## src/mts_pkg.sv

```systemverilog
// Shared types, codes and helpers for the min-tracking stack.
package mts_pkg;

   localparam int DEFAULT_DEPTH = 64;

   localparam int VALUE_W = 32;
   localparam int WORD_W  = 34;

   localparam logic [1:0] CMD_PUSH  = 2'd0;
   localparam logic [1:0] CMD_POP   = 2'd1;
   localparam logic [1:0] CMD_QUERY = 2'd2;

   typedef enum logic [1:0] {
      STATUS_OK         = 2'd0,
      STATUS_POP_EMPTY  = 2'd1,
      STATUS_PUSH_FULL  = 2'd2
   } status_type;

   typedef logic signed [WORD_W-1:0]  word_type;
   typedef logic signed [VALUE_W-1:0] value_type;

   // A stored word at or above the minimum is the plain value; a word below it
   // marks a push that set a new minimum, so the top is the minimum itself.
   function automatic value_type decode_top(input word_type word, input value_type min_v);
      word_type min_ext;
      min_ext = word_type'(min_v);
      if (word >= min_ext) begin
         decode_top = word[VALUE_W-1:0];
      end else begin
         decode_top = min_v;
      end
   endfunction

endpackage

```

## src/min_tracking_stack.sv

```systemverilog
// Top level of the min-tracking stack: control, entry memory and result register.
//
// A LIFO stack of signed 32-bit values that also reports its current minimum.
// An item is offered on req_command and req_value with start high and is taken
// at a rising edge where busy is low. Commands are push, pop and query; the
// unused code behaves as a query. Each item produces exactly one result on the
// rsp_ ports, marked by rsp_valid for a single cycle: the decoded top, the
// minimum, an empty flag and a status. An empty stack reports -1 for both top
// and minimum. A pop on an empty stack and a push on a full one change nothing
// and are flagged in rsp_status.
// Push, query and rejected commands return their result one cycle after the
// item is taken, and a new item may be taken every cycle. A pop that leaves
// entries behind must fetch the new top word from the entry memory, whose read
// data is registered, so it holds busy high for one cycle and answers from
// ST_POP_READ; no new item is taken while such a pop waits on its read data.
// The memory stores minimum-relative encoded words; the top word is kept in a
// register, so only pops use the memory's read data. Reset empties the stack at once with
// no clearing pass; memory contents are never used before being written.
// The receiver cannot stall; each result is presented for exactly one cycle.
module min_tracking_stack
   import mts_pkg::*;
#(
   parameter int DEPTH = DEFAULT_DEPTH
) (
   input  logic                    clock,
   input  logic                    reset,
   input  logic                    start,
   output logic                    busy,
   input  logic [1:0]              req_command,
   input  logic signed [VALUE_W-1:0] req_value,
   output logic                    rsp_valid,
   output logic signed [VALUE_W-1:0] rsp_top_value,
   output logic signed [VALUE_W-1:0] rsp_min_value,
   output logic                    rsp_is_empty,
   output logic [1:0]              rsp_status
);

   localparam int AW = (DEPTH > 1) ? $clog2(DEPTH) : 1;
   localparam int CW = $clog2(DEPTH + 1);
   localparam logic [CW-1:0] FULL_COUNT = CW'(DEPTH);

   // One-hot control states: waiting for an item, or waiting on a memory read.
   typedef enum logic [1:0] {
      ST_IDLE     = 2'b01,
      ST_POP_READ = 2'b10
   } state_type;

   state_type  state_ff, state_in;
   logic [CW-1:0] count_ff, count_in;
   value_type  min_ff, min_in;
   word_type   top_ff, top_in;

   logic       rsp_valid_ff, rsp_valid_in;
   value_type  rsp_top_ff, rsp_top_in;
   value_type  rsp_min_ff, rsp_min_in;
   logic       rsp_empty_ff, rsp_empty_in;
   status_type rsp_status_ff, rsp_status_in;

   // Entry memory with one write port and one registered read port.
   word_type   mem [DEPTH];
   logic          wr_en;
   logic [AW-1:0] wr_addr;
   word_type      wr_data;
   logic [AW-1:0] rd_addr;
   word_type      rd_data_ff;
   logic [CW-1:0] count_less2;

   // The read always targets the entry below the top, which is the new top
   // after a pop; the data is used in the following cycle.
   assign count_less2 = count_ff - CW'(2);
   assign rd_addr     = count_less2[AW-1:0];

   always_ff @(posedge clock) begin
      if (wr_en) begin
         mem[wr_addr] <= wr_data;
      end
      rd_data_ff <= mem[rd_addr];
   end

   always_comb begin
      word_type   word_v;
      word_type   min_ext;
      value_type  new_min_v;
      logic [CW-1:0] new_count_v;
      logic       respond_v;
      status_type status_v;
      logic [CW-1:0] count_dec;

      state_in      = state_ff;
      count_in      = count_ff;
      min_in        = min_ff;
      top_in        = top_ff;
      rsp_valid_in  = 1'b0;
      rsp_top_in    = rsp_top_ff;
      rsp_min_in    = rsp_min_ff;
      rsp_empty_in  = rsp_empty_ff;
      rsp_status_in = rsp_status_ff;
      wr_en         = 1'b0;
      wr_addr       = count_ff[AW-1:0];
      wr_data       = top_ff;

      word_v      = top_ff;
      new_min_v   = min_ff;
      new_count_v = count_ff;
      respond_v   = 1'b0;
      status_v    = STATUS_OK;
      min_ext     = word_type'(min_ff);
      count_dec   = count_ff - CW'(1);

      case (state_ff)
         ST_IDLE: begin
            if (start) begin
               respond_v = 1'b1;
               case (req_command)
                  CMD_PUSH: begin
                     if (count_ff == FULL_COUNT) begin
                        status_v = STATUS_PUSH_FULL;
                     end else begin
                        if (count_ff == '0) begin
                           word_v    = word_type'(req_value);
                           new_min_v = req_value;
                        end else if (req_value >= min_ff) begin
                           word_v = word_type'(req_value);
                        end else begin
                           // New minimum: store 2*value - old minimum.
                           word_v    = (word_type'(req_value) <<< 1) - min_ext;
                           new_min_v = req_value;
                        end
                        new_count_v = count_ff + CW'(1);
                        wr_en       = 1'b1;
                        wr_data     = word_v;
                        top_in      = word_v;
                        min_in      = new_min_v;
                        count_in    = new_count_v;
                     end
                  end
                  CMD_POP: begin
                     if (count_ff == '0) begin
                        status_v = STATUS_POP_EMPTY;
                     end else begin
                        // An encoded top word gives back the previous minimum.
                        if (top_ff < min_ext) begin
                           new_min_v = value_type'((min_ext <<< 1) - top_ff);
                        end
                        new_count_v = count_dec;
                        min_in      = new_min_v;
                        count_in    = new_count_v;
                        if (count_dec != '0) begin
                           // Result waits for the new top word from memory.
                           respond_v = 1'b0;
                           state_in  = ST_POP_READ;
                        end
                     end
                  end
                  CMD_QUERY: begin
                     status_v = STATUS_OK;
                  end
                  default: begin
                     status_v = STATUS_OK;
                  end
               endcase
            end
         end
         ST_POP_READ: begin
            word_v    = rd_data_ff;
            top_in    = rd_data_ff;
            respond_v = 1'b1;
            state_in  = ST_IDLE;
         end
         default: begin
            state_in = ST_IDLE;
         end
      endcase

      if (respond_v) begin
         rsp_valid_in  = 1'b1;
         rsp_status_in = status_v;
         if (new_count_v == '0) begin
            rsp_top_in   = '1;
            rsp_min_in   = '1;
            rsp_empty_in = 1'b1;
         end else begin
            rsp_top_in   = decode_top(word_v, new_min_v);
            rsp_min_in   = new_min_v;
            rsp_empty_in = 1'b0;
         end
      end
   end

   always_ff @(posedge clock) begin
      if (reset) begin
         state_ff      <= ST_IDLE;
         count_ff      <= '0;
         min_ff        <= '0;
         rsp_valid_ff  <= 1'b0;
      end else begin
         state_ff      <= state_in;
         count_ff      <= count_in;
         min_ff        <= min_in;
         rsp_valid_ff  <= rsp_valid_in;
      end
   end

   always_ff @(posedge clock) begin
      top_ff        <= top_in;
      rsp_top_ff    <= rsp_top_in;
      rsp_min_ff    <= rsp_min_in;
      rsp_empty_ff  <= rsp_empty_in;
      rsp_status_ff <= rsp_status_in;
   end

   assign busy          = (state_ff == ST_POP_READ);
   assign rsp_valid     = rsp_valid_ff;
   assign rsp_top_value = rsp_top_ff;
   assign rsp_min_value = rsp_min_ff;
   assign rsp_is_empty  = rsp_empty_ff;
   assign rsp_status    = rsp_status_ff;

endmodule

```

## config.mk

```make
export PLATFORM = sky130hd
export DESIGN_NAME = min_tracking_stack
export DESIGN_NICKNAME = d
export VERILOG_FILES = /design/src/mts_pkg.sv /design/src/min_tracking_stack.sv
export SDC_FILE = /design/constraint.sdc
export NUM_CORES = 2
export LEC_CHECK = 0
export ABC_AREA = 1
export ABC_CLOCK_PERIOD_IN_PS = 6500
export BUFFER_PORTS_ARGS = -buffer_cell sky130_fd_sc_hd__buf_2
export CAP_MARGIN = 30
export CORE_MARGIN = 1
export CORE_UTILIZATION = 35
export DETAILED_ROUTE_END_ITERATION = 12
export SETUP_SLACK_MARGIN = 0.5
export SLEW_MARGIN = 20
export SYNTH_ARGS = -nofsm -noshare
export SYNTH_HDL_FRONTEND = slang
export SYNTH_SLANG_ARGS = --single-unit
export TNS_END_PERCENT = 1
```

## constraint.sdc

```tcl
create_clock -name clock -period 6.5 [get_ports clock]
set_clock_uncertainty 0.05 [all_clocks]
set_input_delay 1.625 -clock clock [delete_from_list [all_inputs] [get_ports clock]]
set_output_delay 1.625 -clock clock [all_outputs]
set_load 0.01 [all_outputs]
```

==> results.tsv <==
stage	metric	value	unit
timing	relSlewSlack	32.4	%
global_routing	grt_max_degree	170	
floorplan	die_area	289000	sq um
detailed_routing	vias	71300	
clocking	path_clk_slew	0.06	ns
global_routing	grt_util_met2	34.3	%
global_routing	busiest_layer	met2	
synth	synth-edff-count	2243	
detailed_routing	final_antenna_net_count	0	
floorplan	die_w	537	um
detailed_routing	drtIter0Drc	7987	
clocking	cts_sinks	2353	
synth	synthesis.area	100000	sq um
critical_path	path_class	input port to flop	
synth	synthXorXnorAreaFrac	0.402	%
detailed_routing	avgRoutedWirePerCell	24.1	um
pwr	clock_power_share	30.4	%
critical_path	path_max_fanout	13	
clocking	clock_path_buffers	3	
detailed_routing	first_pass_iters	6	
timing	max_freq	0.173	GHz
pwr	combPwrFrac	23.4	%
floorplan	rows	196	
layout	final_common_cell	edfxtp_1	
synth	postSynthCellCount	8669	
pwr	p_per_area	364	nW/um^2
timing	setup-violations-final	0	
synth	yosys_warnings	0	
detailed_routing	routed_wl	310000	um
synth	synth_top_family_by_area	compound AO/OA/AOI/OAI gates	
worst_hold_path	holdPathStages	2	
synth	synth-simple-area-share	11.0	%
detailed_routing	viasPerCell	5.54	
layout	final_cell_mix	2,243 x edfxtp_1, 1,641 x nor2_1, 1,404 x o21ai_0	
placed_design	hpwlAfterDp	185000	um
detailed_routing	drc	0	
timing	rsz0062_at_grt	no	
global_routing	grtUsageMet1	28.8	%
synth	ys_ff_latch	2353	
layout	final_layout_size_suffix_gt1_share	11.3	%
synth	muxShareOfSynthArea	0	%
critical_path	endpoint_kind	flop	
synth	synth_compound_area_share	13.7	%
floorplan	initial_core_util	35.2	%
global_routing	gr-usage-all-layers	20.9	%
placed_design	gp_congestion	0.927	
synth	synthTopCellsByArea	edfxtp_1 67%, o21ai_0 7.2%, nor2_1 6.4%	
global_routing	grt_pass1_vias	67900	
synth	syn_avg_cell_area	11.6	sq um
critical_path	cp.arrival	6.30	ns
timing	finalCritPeriodShare	89.0	%
synth	synthFlopType	edfxtp_1	
clocking	clock_latency	0.90	ns
status	status	finished, final reports clean	
critical_path	reg2reg_depth	29	
clocking	cts_made_buffers	227	
floorplan	die_h	537	um
global_routing	grt_antenna_before_repair	7	
global_routing	grtUsageMet3	3.45	%
synth	yosys.cell_types.count	58	
pwr	p_sw_share	31.6	%
worst_hold_path	hold_path_class	flop to flop	
pwr	total_power	0.0420	W
synth	yosysTopAreaCell	edfxtp_1	
pwr	pwr-share-seq	46.2	%
clocking	htree_num_levels	4	
synth	synth_top_area_share	67.2	%
synth	synth_adder_area_share	2.16	%
timing	setup_ws	0.715	ns
floorplan	num_io_pins	106	
timing	hold_viol_final	0	
pwr	p_leak	39.7	nW
pwr	p_sw	0.0133	W
timing	min_period	5.79	ns
layout	fin_nets	9121	
synth	syn-num-nets	8878	
global_routing	grt_pass1_wl	452000	um
pwr	p_int	0.0288	W
placed_design	preCtsSetupSlack	-0.0915	ns
synth	ys_async_sr_fraction	0	%
floorplan	core_area	285000	sq um
critical_path	crit_required	7.01	ns
clocking	cts-root-buf	clkbuf_16	
clocking	cts_tree	built	
pwr	vdd_drop_max	0.000284	V
timing	tns	0	ns
timing	tightestPinTransition	1.01	ns
synth	ys_seq_area_share	69.4	%
global_routing	grt.overflow.total	0	
critical_path	setup.worst_path.start_class	input port	
layout	syn2layout_area_growth	15.0	%
placed_design	portBuffers	105	
run	maxCapViolCount	0	
timing	slew_violations	0	
==> cells by family after synthesis <==
group	after synthesis
xor+xnor	46
buf+inv	843
flops	2353
fa+ha+maj	172
compound gates	2477
simple gates	2778
==> per-stage QoR <==
step	hold WS (ns)	std cells	area [sq um]	util, %
floorplan	0.394	8669	100000	-
global placement	0.437	12400	108000	37.9
detailed placement	0.453	12400	108000	37.9
CTS	0.462	12900	115000	40.4
global route	0.492	12900	115000	40.5
finish	0.460	12900	115000	40.5
==> metal layers <==
metal / vias up / wire length, um
met4: 2 / 7390
met5: - / 13
li1: 32100 / -
met3: 466 / 24800
met2: 2995 / 146000
met1: 35800 / 131000
==> worst max-delay path, cell delays in order <==
cell	delay (ns)
buf_2	0.11
buf_4	0.14
ha_1	0.35
a21oi_1	0.14
o21ai_0	0.14
buf_4	0.17
a21oi_1	0.23
o21ai_0	0.13
buf_4	0.19
xnor2_1	0.12
o21ai_0	0.53
nand2_1	0.15
a21boi_0	0.30
ha_1	0.29
nand2_1	0.12
nor3_1	0.07
buf_4	0.16
o21ai_0	0.08
buf_4	0.16
o2111ai_1	0.14
nand2_1	0.12
nand3_1	0.07
nand2_1	0.07
nand3_1	0.10
buf_4	0.25
buf_4	0.18
nand3_1	0.09
nand3_1	0.07
==> cell type report <==
| class | instances | area [sq um] |
|---|---|---|
| Inverter | 293 | 1140 |
| Multi-Input combinational cell | 5473 | 28300 |
| Sequential cell | 2353 | 69600 |
| Timing Repair Buffer | 564 | 4450 |
| Clock inverter | 136 | 1160 |
| Clock buffer | 290 | 5990 |
| Antenna cell | 5 | 12.5 |
| Fill cell | 26700 | 170000 |
| Tap cell | 3762 | 4710 |
==> Yosys cell counts, types with 68 or more instances <==
cell and instances:
buf_2 89, nand3_1 235, ha_1 170, o21ai_0 1439, nand2_1 753, clkbuf_1 436
dfxtp_1 110, o32ai_1 68, o22ai_1 625, edfxtp_1 2243, nor2_1 1707, inv_1 280
a21oi_1 208
==> state kept, by name (all words and copies together), names as in the netlist, 7 cells and up <==
signal,cells
count_ff,7
mem,2176
min_ff,32
rd_data_ff,34
rsp_min_value,32
rsp_top_value,32
top_ff,34
==> power groups by stage <==
stage	registers (W)	clock network, W	logic (W)
finish	0.0194	0.0128	0.00983
global route	0.0194	0.0135	0.0107
CTS	0.0194	0.0130	0.00964
detailed placement	0.0197	0	0.00960
global placement	0.0197	0	0.00945
floorplan	0.0200	0	0.00507
==> worst paths after layout <==
path                startpoint                 to  slack (ns)
hold / removal     state_ff[0]        state_ff[0]        0.46
setup reg to reg    min_ff[31]  rsp_top_value[24]        0.82
setup / recovery  req_value[2]   rsp_top_value[6]        0.71
hold reg to reg    state_ff[0]        state_ff[0]        0.46
==> timing repair <==
| item | in CTS | in global routing |
|---|---|---|
| hold buffers | 0 | 0 |
| buffers inserted | 0 | 1 |
| gates resized for setup | 0 | 11 |
| setup endpoints to repair | 0 | 32 |
No activity file was read; power rests on OpenSTA's default activity.
